`config.mk`:
```
export PLATFORM = sky130hd
export DESIGN_NAME = bbcg_div_cell
export DESIGN_NICKNAME = d
export VERILOG_FILES = /design/src/sv/bbcg_pkg.sv /design/src/sv/bbcg_div_cell.sv
export SDC_FILE = /design/constraint.sdc
export NUM_CORES = 1
export LEC_CHECK = 0
export BUFFER_PORTS_ARGS = -buffer_cell sky130_fd_sc_hd__buf_2
export CAP_MARGIN = 25
export CORE_AREA = 2 2 364 366
export CTS_BUF_LIST = sky130_fd_sc_hd__clkbuf_8
export CTS_CLUSTER_DIAMETER = 40
export DETAILED_ROUTE_END_ITERATION = 8
export DIE_AREA = 0 0 366 368
export HOLD_SLACK_MARGIN = 0.03
export PLACE_DENSITY_LB_ADDON = 0.12
export REMOVE_ABC_BUFFERS = 1
export SLEW_MARGIN = 20
export SYNTH_ARGS = -nofsm -noshare
export SYNTH_HDL_FRONTEND = slang
export SYNTH_SLANG_ARGS = --single-unit
```
`constraint.sdc`:
```
create_clock -name clk -period 0.8 [get_ports clk]
set_input_delay 0.12 -clock clk [delete_from_list [all_inputs] [get_ports clk]]
set_output_delay 0.12 -clock clk [all_outputs]
set_load 0.01 [all_outputs]
```
`src/sv/bbcg_pkg.sv`:
```
// Shared types, constants and the CORDIC angle table for the coefficient generator.
`default_nettype none
package bbcg_pkg;
    // Field and datapath widths.
    localparam int FS_W   = 18;
    localparam int CUT_W  = 17;
    localparam int PH_W   = 32;
    localparam int CW     = 33;
    localparam int XY_W   = 32;
    localparam int NUM_W  = 64;
    localparam int OUT_W  = 32;
    localparam int LANES  = 4;

    // Divider lane assignment.
    localparam int LANE_B0 = 0;
    localparam int LANE_B1 = 1;
    localparam int LANE_A1 = 2;
    localparam int LANE_A2 = 3;

    // Numeric constants.
    localparam logic [FS_W-1:0] FS_RESET  = 18'd48000;
    localparam logic [31:0]     PI_Q30    = 32'hC90FDAA2;
    localparam logic [29:0]     INV2Q_Q30 = 30'd759250125;

    typedef logic signed [CW-1:0] cval_t;

    localparam cval_t X_INIT = 33'sd1073741824;

    // Control that travels alongside each word.
    typedef struct packed {
        logic valid;
        logic bad;
        logic first;
        logic highpass;
    } tag_t;

    // One finished result word.
    typedef struct packed {
        logic [OUT_W-1:0] b0;
        logic [OUT_W-1:0] b1;
        logic [OUT_W-1:0] b2;
        logic [OUT_W-1:0] a1;
        logic [OUT_W-1:0] a2;
        logic             bad;
    } res_t;

    // atan(2^-i) in Q2.30, truncated.
    function automatic cval_t atan_entry(input int i);
        cval_t v;
        case (i)
            0:       v = 33'sh03243F6A8;
            1:       v = 33'sh01DAC6705;
            2:       v = 33'sh00FADBAFC;
            3:       v = 33'sh007F56EA6;
            4:       v = 33'sh003FEAB76;
            5:       v = 33'sh001FFD55B;
            6:       v = 33'sh000FFFAAA;
            7:       v = 33'sh0007FFF55;
            8:       v = 33'sh0003FFFEA;
            9:       v = 33'sh0001FFFFD;
            default:
            begin
                if (i < 30)
                begin
                    v = (cval_t'(1) <<< (30 - i)) - cval_t'(1);
                end
                else
                begin
                    v = '0;
                end
            end
        endcase
        return v;
    endfunction
endpackage
`default_nettype wire

```
`src/sv/bbcg_div_cell.sv`:
```
// One restoring quotient step for all coefficient lanes over a shared divisor.
`default_nettype none
module bbcg_div_cell #(
    parameter int QW = 31
) (
    input  wire                                                    clk,
    input  wire                                                    rst_n,
    input  wire                                                    en,
    input  wire bbcg_pkg::tag_t                                    tag_in,
    input  wire [bbcg_pkg::NUM_W-1:0]                              den_in,
    input  wire [bbcg_pkg::LANES-1:0][bbcg_pkg::NUM_W-1:0]         rem_in,
    input  wire [bbcg_pkg::LANES-1:0][1:0]                         feed_in,
    input  wire [bbcg_pkg::LANES-1:0][QW-1:0]                      quo_in,
    input  wire [bbcg_pkg::LANES-1:0]                              neg_in,
    output bbcg_pkg::tag_t                                         tag_out,
    output logic [bbcg_pkg::NUM_W-1:0]                             den_out,
    output logic [bbcg_pkg::LANES-1:0][bbcg_pkg::NUM_W-1:0]        rem_out,
    output logic [bbcg_pkg::LANES-1:0][1:0]                        feed_out,
    output logic [bbcg_pkg::LANES-1:0][QW-1:0]                     quo_out,
    output logic [bbcg_pkg::LANES-1:0]                             neg_out
);
    bbcg_pkg::tag_t                                   tag_reg;
    logic [bbcg_pkg::NUM_W-1:0]                       den_reg;
    logic [bbcg_pkg::LANES-1:0][bbcg_pkg::NUM_W-1:0]  rem_reg;
    logic [bbcg_pkg::LANES-1:0][bbcg_pkg::NUM_W-1:0]  rem_next;
    logic [bbcg_pkg::LANES-1:0][1:0]                  feed_reg;
    logic [bbcg_pkg::LANES-1:0][1:0]                  feed_next;
    logic [bbcg_pkg::LANES-1:0][QW-1:0]               quo_reg;
    logic [bbcg_pkg::LANES-1:0][QW-1:0]               quo_next;
    logic [bbcg_pkg::LANES-1:0]                       neg_reg;

    // Each lane brings in its next dividend bit and subtracts when it can.
    for (genvar l = 0; l < bbcg_pkg::LANES; l++)
    begin : g_lane
        logic [bbcg_pkg::NUM_W:0] trial;
        logic [bbcg_pkg::NUM_W:0] diff;
        logic                     take;

        assign trial         = {rem_in[l], feed_in[l][1]};
        assign diff          = trial - {1'b0, den_in};
        assign take          = trial >= {1'b0, den_in};
        assign rem_next[l]   = take ? diff[bbcg_pkg::NUM_W-1:0]
                                    : trial[bbcg_pkg::NUM_W-1:0];
        assign feed_next[l]  = {feed_in[l][0], 1'b0};
        assign quo_next[l]   = {quo_in[l][QW-2:0], take};
    end

    // Control register.
    always_ff @(posedge clk or negedge rst_n)
    begin
        if (!rst_n)
        begin
            tag_reg <= '0;
        end
        else if (en)
        begin
            tag_reg <= tag_in;
        end
    end

    // Data registers.
    always_ff @(posedge clk)
    begin
        if (en)
        begin
            den_reg  <= den_in;
            rem_reg  <= rem_next;
            feed_reg <= feed_next;
            quo_reg  <= quo_next;
            neg_reg  <= neg_in;
        end
    end

    assign tag_out  = tag_reg;
    assign den_out  = den_reg;
    assign rem_out  = rem_reg;
    assign feed_out = feed_reg;
    assign quo_out  = quo_reg;
    assign neg_out  = neg_reg;
endmodule
`default_nettype wire

```
Word level (Yosys, flattened, before mapping). Cells that the tools add are included.

Register bits after elaboration: 456. Input bits: 463. Output and inout bits: 460.

$add $sub $neg: 4. $lt $le $gt $ge: 4. Multiplexer cells: 4.

Operator list (count): 65-bit by 64-bit >= comparator with 1-bit output (4); 64-bit two-way mux (4); 64-bit subtractor (4).

Longest topological paths before layout. Gate-level depths: netlist of run 1.

Depth in word-level cells: 2. Depth in mapped cells: 17. Gate-level depth less buffers: 14.

Least setup slack after synthesis of run 1. OpenSTA, ideal clock, no wires.

Kind: input-to-reg. Start: input den_in[22] in the netlist's numbering. End: register rem_reg (netlist bit rem_out[62]) (data pin). Path slack: -2.591 ns. Buffers on the path: 1. Required time: 0.535 ns. Stages: 14. Data arrival time: 3.126 ns. Cell sequence: inv_1 -> ha_1 -> buf_6 -> and3_1 -> a221o_1 -> a32oi_1 -> o311ai_1 -> o211a_1 -> a211o_1 -> a311o_1 -> a31o_1 -> a221oi_2 -> xor2_1 -> o21ai_1.

RTL lines: start, declared (RTL line bbcg_div_cell.sv:10) `input wire [bbcg_pkg::NUM_W-1:0] den_in,`; end signal, assigned (RTL line bbcg_div_cell.sv:67) `rem_reg <= rem_next;`; end, declared (RTL line bbcg_div_cell.sv:24) `logic [bbcg_pkg::LANES-1:0][bbcg_pkg::NUM_W-1:0] rem_reg;`.

==> out/results.md, run 1 <==
| Result | Value |
|:---|:---|
| Result of the run | finished, violations left |
| Failing checks | negative hold slack, negative setup slack |
| Fraction of the yosys area taken by sequential cells | 0.433 |
| PwrDens | 1630 nW/um^2 |
| Maximum fanout count along the critical path | 3 |
| Initial core utilization | 0.242 |
| Core region area | 131000 um^2 |
| Share of power burned in the clock network | 0.275 |
| Proportion of total power due to net switching | 0.341 |
| Number of enable flip-flop cells after synthesis | 452 |
| Area Growth Syn to Fin | 93.0% |
| Dominant cell type by count on the critical path | a21oi_1 |
| Worst Tran Pin Value | 599 ps |
| Area fraction of the dominant cell type after synthesis | 0.430 |
| Ys flop type | edfxtp_1 |
| Yosys warning count | 0 |
| Leakage power | 27.5 nW |
| Combinational Power Share | 0.408 |
| Placed wire-length estimate after detailed placement | 139 mm |
| Number of DRC violations after detailed routing | 0 |
| Number of unique standard cell types used by synthesis | 87 |
| Rows | 133 |
| Routed wl met2 | 89.8 mm |
| Max rail drop VDD | 1.15 mV |
| Remaining Overflow, GRT | 0 |
| Required time of the critical path | 1370 ps |
| Max Cap Viol | 0 |
| Unrepaired setup endpoints after global routing | true |
| Ratio of cells with drive above 1 in the final layout | 0.463 |
| Post-route clock skew | 0 ps |
| Placed cells | 7088 |
| Number of global-route vias before repair | 38.1k |
| Post-route setup slack | -2280 ps |
| Series of cell instances along the critical path | buf_2 -> dlygate4sd3_1 -> ha_1 -> a21oi_1 -> o21ai_0 -> a221o_1 -> a211o_1 -> a211oi_2 -> nor3_2 -> or3_1 -> a21oi_1 -> xor2_1 -> a21oi_2 |
| Kind of launch point of the worst setup path | input pin |
| Global-route total usage across every layer | 0.244 |
| Non-filler cells in the finished layout | 8049 |
| Maximum number of pins on one net before global-route repair | 67 |
| Count of pins over their slew limit | 0 |
| Cell Area, Synth | 31600 um^2 |
| Via count | 37.5k |
| Initial drt markers | 2003 |
| Count of input and output buffers | 914 |
| Die Height | 368 um |
| Crit-path slowest cell | dlygate4sd3_1 |
| Data arrival, critical path | 3650 ps |
| Synthesized netlist cell count | 3300 |
| Buffer depth of the longest clock path | 3 |
| Design internal power | 65.6 mW |
| Endpoints failing hold | 24 |
| Sum of routed wire segments on met1 | 69.1 mm |
| Routed WL | 177 mm |
| Routed length on met3 | 8.71 mm |
| Via-per-instance ratio | 4.65 |
| Highest attainable clock frequency | 324 MHz |
| Inserted Clock Buffers | 102 |
| Placer Congestion | 0.926 |
| Skew-Pair Late Insertion Delay | 820 ps |
| Switching power | 33.9 mW |
| Final setup fails | 1190 |
| Antenna viol nets, final | 0 |
| Worst hold path class | input pin to flop |
| Total negative setup slack | -980330 ps |
| Die Outline Area | 135000 um^2 |
| Initial antenna violation count | 53 |
| Buffer cell driving the clock tree root | clkbuf_8 |
| Number of detailed-route iterations in the first pass | 5 |
| Crit. End Element | flop |
| Synthesis-stage register bit count | 456 |
| Utilization after layout | 0.466 |
| H-tree levels | 3 |
| Clock transition at the registers of the reported paths | 60 ps |
| Library cell occupying the most area in the post-synthesis netlist | edfxtp_1 |
| Buf+Inv Stages, Crit Path | 2 |
| Slowest cell delay on critical path | 640 ps |
| Kind of critical path | input pin to flop |
| Cell family with the largest share of critical-path delay | compound AO/OA/AOI/OAI gates |
| Horizontal extent of the die | 366 um |
| I/O pins | 923 |
| TritonCTS Sinks | 456 |
| Post-synthesis area per instance | 9.58 um^2 |
| Dominant cells by area after synthesis | edfxtp_1 43%, ha_1 10%, a21oi_1 6.0% |
| Async SR Flop Fraction | 0.00877 |
| Final Hold Slack | -402 ps |
| TritonCTS clock tree | yes |
| Total number of nets in the final design | 6916 |
| Share of the clock period used by the worst path after layout | 3.85 |
| Tightest slew margin relative to the limit | 0.597 |
| Wire length of the first global-routing pass | 243 mm |
| Per-cell routed wire length | 21.9 um |
| Final critical-path required period | 3080 ps |
| Top routing layer used | met5 |
| Sequential cell fraction of total power | 0.317 |
[sequential cells by signal (all words and copies together), names as in the netlist]
signal / count
den_out: 64
feed_out: 4
neg_out: 4
quo_out: 124
rem_out: 256
tag_out: 4
[final cells by class]
type                       count  area [um^2]
tap                         1755         2200
multi-input combinational   2550        19500
antenna                       20         50.0
timing repair buffer        2939        22800
inverter                     144          638
sequential                   456        13700
clock inverter                82          677
clock buffer                 103         1420
fill                       12716        69800
[worst paths after layout]
check	start	end	slack (ps)	cells after the start
min	rem_in[65]	rem_out[66]$_DFFE_PP_	-400	3
min reg2reg	tag_out[1]$_DFFE_PN0P_	tag_out[1]$_DFFE_PN0P_	510	1
max	rem_in[203]	rem_out[251]$_DFFE_PP_	-2280	13
max in group asynchronous	rst_n	tag_out[2]$_DFFE_PN0P_	440	3
max reg2reg	tag_out[3]$_DFFE_PN0P_	tag_out[3]$_DFFE_PN0P_	40	1
min in group asynchronous	rst_n	tag_out[1]$_DFFE_PN0P_	190	3
[power by group through the flow]
stage	combinational, mW	clock (mW)	sequential, mW
finish	40.6	27.4	31.6
global route	43.5	29.2	31.8
CTS	37.2	28.1	31.6
detailed placement	33.0	0	32.0
global placement	33.1	0	32.1
floorplan	12.6	0	33.1
[repair_timing]
item                                   in CTS  in global routing
endpoints found under the hold margin     909                 82
hold buffers                              590                 60
setup buffers                              44                 66
resized for setup                         280                402
setup endpoints to repair                 716               1177
pin swaps                                  78                 96
gates cloned                                3                 22
[Yosys cell counts (8+ instances only)]
library cell,count
or3_1,11
buf_2,24
a211oi_1,30
and4_1,10
a21o_1,135
nor3_1,41
o21a_1,42
and3_1,22
nand4_1,83
a21oi_1,381
nand2b_1,34
o31ai_1,17
nand3_1,45
a21boi_0,14
inv_1,142
o211a_1,8
xnor2_1,128
a31oi_1,32
a221oi_1,14
nor4_1,14
clkbuf_1,118
ha_1,256
nor2_1,234
edfxtp_1,452
nand2_1,335
mux2_1,14
a211o_1,12
o21bai_1,49
o21ai_1,16
o211ai_1,18
o31a_1,8
o41ai_1,10
nor2b_1,33
xor2_1,104
mux2_2,15
o21ai_0,272
[routing by layer]
metal / global-route usage / up-vias
met2: 0.444 / 1132
met1: 0.278 / 17809
met4: 0.110 / 18
met3: 0.0408 / 338
li1: - / 18158
met5: 0 / -
[cell usage in the layout, fill, tap and decap left out, types with 28 or more instances in the layout]
master	n
nor2_4	43
buf_6	43
nand3_1	37
nor3_1	32
ha_4	58
clkinvlp_4	28
clkbuf_8	103
edfxtp_1	452
o21ai_1	41
buf_12	63
buf_2	906
o21a_1	39
inv_1	135
nand2_1	319
dlygate4sd3_1	624
nor2_1	174
o21ai_0	218
xor2_1	103
ha_1	193
a21oi_1	309
nand4_1	83
a21o_1	135
o21bai_1	47
xnor2_1	124
nand2b_1	32
buf_4	1265
a21oi_2	63
[through the flow]
| step | power [mW] | instance area, um^2 | worst slack [ps] |
|---|---|---|---|
| after CTS | 96.9 | 57700 | -2120 |
| after detailed placement | 65.0 | 47800 | -3550 |
| after global routing | 104 | 61000 | -2350 |
| after floorplan | 45.8 | 31000 | -6870 |
| after global placement | 65.2 | 47800 | -3470 |
| final | 99.6 | 61000 | -2280 |
[cells by family after synthesis]
kind of cell	after synthesis	synth area share
AO/OA/AOI/OAI	1122	0.219
XOR/XNOR	232	0.0643
adder cells (fa/ha/maj)	260	0.104
buffers and inverters	297	0.0370
flip-flops	456	0.433
multiplexers	31	0.0110
other	1	0.000119
AND/OR/NAND/NOR	901	0.133
(Power assumes the default switching activity.)
==> run 2, diff against run 1 <==
ABC_AREA = 0   (was not set)
CORE_AREA = 2 2 360 362   (was 2 2 364 366)
DIE_AREA = 0 0 362 364   (was 0 0 366 368)
==> out/results.md, run 2 (synthesis gave the netlist of run 1 again) <==
| Result | Value | Delta |
|:---|:---|:---|
| TritonCTS clock tree | yes |  |
| Die Height | 364 um | -1.1% |
| Crit. End Element | flop |  |
| Placed cells | 7015 | -1.0% |
| Failing checks | negative hold slack, negative setup slack |  |
| Non-filler cells in the finished layout | 8019 | -0.37% |
| Final setup fails | 840 | -29% |
| Per-cell routed wire length | 22.7 um | +3.4% |
| Fill cells | 12.2k | -3.9% |
| Placer Congestion | 0.919 | -0.71% |
| Highest attainable clock frequency | 325 MHz | about the same |
| Number of flip-flops under the largest register name | 256 | unchanged |
| Worst slack, placed | -3410 ps | +145 ps |
| Inserted Clock Buffers | 103 | +0.98% |
| PwrDens | 1650 nW/um^2 | +1.1% |
| Endpoints failing hold | 70 | +190% |
| Depth of the worst hold-timing path | 3 | unchanged |
| Tightest slew margin relative to the limit | 0.597 | about the same |
| Crit-path slowest cell | o41ai_4 |  |
| Worst-case register-to-register setup slack | 50 ps | about the same |
| Area Growth Syn to Fin | 98.7% |  |
| H-tree levels | 3 | unchanged |
| Via count | 38.2k | +2.1% |
| Number of DRC violations after detailed routing | 0 | unchanged |
| Remaining Overflow, GRT | 0 | unchanged |
| Kind of launch point of the worst setup path | input pin |  |
| Series of cell instances along the critical path | buf_8 -> clkinvlp_4 -> buf_12 -> buf_6 -> ha_4 -> nand4_1 -> nor3_4 -> o211ai_1 -> buf_4 -> a31oi_4 -> o41ai_4 -> buf_6 -> o41ai_4 -> nand4_1 -> nand4bb_1 -> nand2_4 -> buf_12 -> inv_12 -> mux2_4 |  |
| Wire length of the first global-routing pass | 247 mm | +1.8% |
| Slowest cell delay on critical path | 350 ps | -290 ps |
| Post-route clock skew | 0 ps | unchanged |
| Maximum fanout count along the critical path | 8 | +5 |
| Rows | 132 | -0.75% |
| Final Hold Slack | -396 ps | +5.95 ps |
| Die Outline Area | 132000 um^2 | -2.2% |
| Number of detailed-route iterations in the first pass | 5 | unchanged |
| Data arrival, critical path | 3610 ps | -40 ps |
| Buffer cell driving the clock tree root | clkbuf_8 |  |
| RR Startpoint | tag_out[0]$_DFFE_PN0P_ |  |
| Via-per-instance ratio | 4.77 | +2.5% |
| Buffer depth of the longest clock path | 3 | unchanged |
| Number of global-route vias before repair | 38.5k | +0.90% |
| Max Cap Viol | 0 | unchanged |
| Reg2Reg Capture Point | tag_out[0]$_DFFE_PN0P_ |  |
| Clock transition at the registers of the reported paths | 60 ps | about the same |
| Maximum number of pins on one net before global-route repair | 35 | -48% |
| Max rail drop VDD | 1.13 mV | -1.4% |
| R2R depth | 1 | unchanged |
| Worst Tran Pin Value | 598 ps | -0.801 ps |
| Result of the run | finished, violations left |  |
| Highest-count cells in the layout ignoring fill and taps | 1230 x buf_4, 901 x buf_2, 632 x dlygate4sd3_1 |  |
| Ratio of cells with drive above 1 in the final layout | 0.491 | +0.0278 |
| Hold path startpoint | feed_in[3] |  |
| Placed wire-length estimate after detailed placement | 140 mm | +0.75% |
| Most common library cell in the layout ignoring fill and taps | buf_4 |  |
| Antenna viol nets, final | 0 | unchanged |
| Total number of nets in the final design | 6962 | +0.67% |
| I/O pins | 923 | unchanged |
| Buf+Inv Stages, Crit Path | 8 | +6 |
| Count of input and output buffers | 914 | unchanged |
| Initial drt markers | 2227 | +11% |
| Global-route total usage across every layer | 0.257 | +0.0126 |
| Required time of the critical path | 1330 ps | -40 ps |
| Worst hold path class | input pin to flop |  |
| Total negative setup slack | -855250 ps | +125080 ps |
| Count of pins over their slew limit | 0 | unchanged |
| Worst-case hold path end point | rem_out[64]$_DFFE_PP_ |  |
| Initial antenna violation count | 47 | -11% |
| Final critical-path required period | 3080 ps | -1.13 ps |
| Cell family with the largest share of critical-path delay | simple AND/OR/NAND/NOR gates |  |
| Kind of critical path | input pin to flop |  |
| Share of the clock period used by the worst path after layout | 3.85 | about the same |
| Leakage power | 28.4 nW | +3.1% |
| Initial core utilization | 0.246 | +0.00465 |
| Skew-Pair Late Insertion Delay | 800 ps | -20 ps |
| Unrepaired setup endpoints after global routing | true |  |
| TritonCTS Sinks | 456 | unchanged |
| Post-route setup slack | -2280 ps | +1.13 ps |
| Core region area | 128000 um^2 | -1.9% |
| Horizontal extent of the die | 362 um | -1.1% |
| Routed WL | 182 mm | +3.0% |
==> run 2: per-layer routing <==
layer | track usage | wire, um
met1 | 0.293 | 70800
met2 | 0.469 | 92100
met4 | 0.113 | 9170
met5 | 0 | 154
met3 | 0.0432 | 9710
==> run 2: through the flow <==
step                      instance area [um^2]  utilization  total power [mW]
after floorplan                          31000            -              45.8
after global routing                     62800        0.489               108
after detailed placement                 48000        0.374              65.3
final                                    62800        0.489               104
after global placement                   48000        0.374              65.5
after CTS                                59300        0.462               101
==> run 2: what timing repair did <==
| item | CTS | global route |
|---|---|---|
| gates resized for setup | 460 | 569 |
| hold buffers | 603 | 79 |
| setup buffers | 83 | 79 |
| pin swaps | 93 | 197 |
| gates cloned | 16 | 20 |
| endpoints found under the setup margin | 716 | 813 |
| hold endpoints to repair | 909 | 351 |
==> run 2: area by class of cell <==
type | instances | area, um^2 | area share
clock inverter | 81 | 744 | 0.0119
antenna | 24 | 60.1 | 0.000956
timing repair buffer | 2983 | 23900 | 0.380
inverter | 144 | 648 | 0.0103
sequential | 456 | 13700 | 0.218
multi-input combinational | 2551 | 20300 | 0.323
tap | 1675 | 2100 | 0.0334
clock buffer | 105 | 1450 | 0.0230
==> run 2: where the power goes <==
part | switching, mW | total [mW] | internal, mW | leakage [nW]
clock | 12.5 | 28.7 | 16.2 | 1.14
combinational | 21.5 | 43.3 | 21.7 | 22.8
sequential | 1.40 | 31.6 | 30.2 | 4.47
==> run 2: how the worst max path moves through the flow <==
stage / cells after the start / slack [ps] / startpoint / end
CTS: 16 / -2200 / den_in[1] / rem_out[202]$_DFFE_PP_
global route: 21 / -2400 / den_in[9] / rem_out[6]$_DFFE_PP_
global placement: 18 / -3440 / den_in[14] / rem_out[187]$_DFFE_PP_
floorplan: 12 / -6870 / den_in[14] / rem_out[187]$_DFFE_PP_
finish: 19 / -2280 / den_in[9] / rem_out[44]$_DFFE_PP_
detailed placement: 18 / -3410 / den_in[14] / rem_out[187]$_DFFE_PP_
==> run 3, diff against run 2 <==
HOLD_SLACK_MARGIN = not set   (was 0.03)
REMOVE_ABC_BUFFERS = not set   (was 1)
==> out/results.md, run 3 (synthesis gave the netlist of run 1 again) <==
| Result | Value | Delta |
|:---|:---|:---|
| Worst-case register-to-register setup slack | 50 ps | about the same |
| Count of input and output buffers | 914 | unchanged |
| Maximum number of pins on one net before global-route repair | 47 | +34% |
| Routed WL | 183 mm | +0.38% |
| Leakage power | 28.6 nW | +0.82% |
| Final Hold Slack | -392 ps | +4.68 ps |
| Worst hold path class | input pin to flop |  |
| Count of pins over their slew limit | 0 | unchanged |
| Core region area | 128000 um^2 | unchanged |
| Die Height | 364 um | unchanged |
| Initial antenna violation count | 44 | -6.4% |
| Remaining Overflow, GRT | 0 | unchanged |
| Max Cap Viol | 0 | unchanged |
| Ratio of cells with drive above 1 in the final layout | 0.513 | +0.0219 |
| Reg2Reg Capture Point | tag_out[3]$_DFFE_PN0P_ |  |
| Wire length of the first global-routing pass | 246 mm | -0.57% |
| Total number of nets in the final design | 6974 | +0.17% |
| TritonCTS Sinks | 456 | unchanged |
| Placed wire-length estimate after detailed placement | 139 mm | -0.47% |
| Number of flip-flops under the largest register name | 256 | unchanged |
| Most common library cell in the layout ignoring fill and taps | buf_4 |  |
| Via count | 38.3k | +0.27% |
| Crit. End Element | flop |  |
| Inserted Clock Buffers | 103 | unchanged |
| Max rail drop VDD | 1.31 mV | +16% |
| Required time of the critical path | 1360 ps | +30 ps |
| Global-route total usage across every layer | 0.254 | -0.00234 |
| Share of the clock period used by the worst path after layout | 3.49 | -0.365 |
| Buf+Inv Stages, Crit Path | 9 | +1 |
| Rows | 132 | unchanged |
| Hold path startpoint | rem_in[3] |  |
| Worst slack, placed | -3150 ps | +255 ps |
| Fill cells | 12.1k | -1.4% |
| I/O pins | 923 | unchanged |
| RR Startpoint | tag_out[3]$_DFFE_PN0P_ |  |
| Kind of critical path | input pin to flop |  |
| Endpoints failing hold | 112 | +60% |
| Highest attainable clock frequency | 358 MHz | +10% |
| Kind of launch point of the worst setup path | input pin |  |
| Skew-Pair Late Insertion Delay | 820 ps | +20 ps |
| Post-route clock skew | 0 ps | unchanged |
| Die Outline Area | 132000 um^2 | unchanged |
| Worst-case hold path end point | rem_out[4]$_DFFE_PP_ |  |
| Start point of the critical path | den_in[15] |  |
| Result of the run | finished, violations left |  |
| Number of global-route vias before repair | 38.8k | +0.78% |
| Unrepaired setup endpoints after global routing | true |  |
| Buffer depth of the longest clock path | 3 | unchanged |
| R2R depth | 1 | unchanged |
| Initial drt markers | 2041 | -8.4% |
| Antenna viol nets, final | 0 | unchanged |
| Failing checks | negative hold slack, negative setup slack |  |
| Horizontal extent of the die | 362 um | unchanged |
| TritonCTS clock tree | yes |  |
| Number of DRC violations after detailed routing | 0 | unchanged |
| Series of cell instances along the critical path | buf_8 -> clkinvlp_4 -> buf_12 -> ha_4 -> buf_6 -> a31oi_4 -> or3_4 -> or3_4 -> o21ai_4 -> buf_6 -> a211oi_4 -> o21ai_4 -> clkinv_4 -> buf_4 -> buf_8 -> buf_6 -> nand2_2 -> o21ai_2 |  |
| Crit-path slowest cell | or3_4 |  |
| Cell family with the largest share of critical-path delay | buffers and inverters |  |
| Final setup fails | 852 | +1.4% |
| Depth of the worst hold-timing path | 3 | unchanged |
| PwrDens | 1650 nW/um^2 | -0.17% |
| Tightest slew margin relative to the limit | 0.643 | +0.0460 |
| Clock transition at the registers of the reported paths | 60 ps | about the same |
| Final critical-path required period | 2790 ps | -292 ps |
| Via-per-instance ratio | 4.77 | +0.11% |
| Data arrival, critical path | 3350 ps | -260 ps |
| Area Growth Syn to Fin | 102% |  |
| Overall power after layout | 105 mW | +1.6% |
| Slowest cell delay on critical path | 410 ps | +60 ps |
| Worst Tran Pin Value | 533 ps | -65.2 ps |
| Initial core utilization | 0.246 | unchanged |
| Placer Congestion | 0.920 | +0.13% |
| Highest-count cells in the layout ignoring fill and taps | 1268 x buf_4, 891 x buf_2, 618 x dlygate4sd3_1 |  |
| Post-route setup slack | -1990 ps | +292 ps |
| Number of detailed-route iterations in the first pass | 5 | unchanged |
| Buffer cell driving the clock tree root | clkbuf_8 |  |
| Per-cell routed wire length | 22.7 um | +0.22% |
| H-tree levels | 3 | unchanged |
| Maximum fanout count along the critical path | 7 | -1 |
| Dominant cell type by count on the critical path | buf_6 |  |
## run 3: changes by cell type in the layout (fill, tap and decap cells not counted), moves of 13 or more
cell,delta
nand2_1,-27
o21ai_2,+13
o21ai_0,-54
ha_4,+30
a21oi_1,-20
nand2_2,+19
dlygate4sd3_1,-14
buf_4,+38
o21ai_1,+33
a21oi_2,+15
ha_1,-27
## run 3: stage by stage
stage	instances	hold slack, ps	util	TNS (ps)	area [um^2]
2_1_floorplan	3303	-176	-	-520160	33200
5_1_grt	8026	-418	0.498	-835310	63900
3_3_place_gp	7025	-71.3	0.382	-849790	49000
3_5_place_dp	7025	-68.0	0.382	-862150	49000
6_report	8032	-392	0.498	-793450	63900
4_1_cts	7865	-462	0.464	-810790	59500
## run 3: worst max-delay path by stage
stage	end	cells after the start
2_1_floorplan	rem_out[62]$_DFFE_PP_	14
3_3_place_gp	rem_out[255]$_DFFE_PP_	18
3_5_place_dp	rem_out[255]$_DFFE_PP_	18
4_1_cts	rem_out[127]$_DFFE_PP_	16
5_1_grt	rem_out[182]$_DFFE_PP_	18
6_report	rem_out[182]$_DFFE_PP_	18
## run 3: where the power goes
group	switching [mW]	total, mW	internal, mW
registers	1.40	31.6	30.2
clock network	12.5	29.3	16.8
logic	22.0	44.3	22.3
## run 3: timing repair
item | in CTS | in global routing
hold buffers | 580 | 60
endpoints found under the hold margin | 863 | 251
pin swaps | 123 | 179
endpoints found under the setup margin | 716 | 822
buffers inserted | 76 | 84
resized for setup | 340 | 572
cloned | 9 | 38
## run 3: area by class of cell
cell class | instances | area, um^2 | area share
timing repair buffer | 2996 | 24000 | 0.375
tap | 1675 | 2100 | 0.0328
antenna | 26 | 65.1 | 0.00102
clock buffer | 104 | 1430 | 0.0224
sequential | 456 | 13700 | 0.214
inverter | 144 | 692 | 0.0108
multi-input combinational | 2550 | 21200 | 0.331
clock inverter | 81 | 805 | 0.0126
## run 3: worst min-delay path: stages
cell     delay (ps)
buf_2           100
nand2_1          60
o21ai_2          50
## run 3: metal layers
metal,global-route usage,part of all wire
met5,0,0.00044
met4,0.148,0.063
met2,0.462,0.51
met1,0.280,0.38
met3,0.0403,0.048
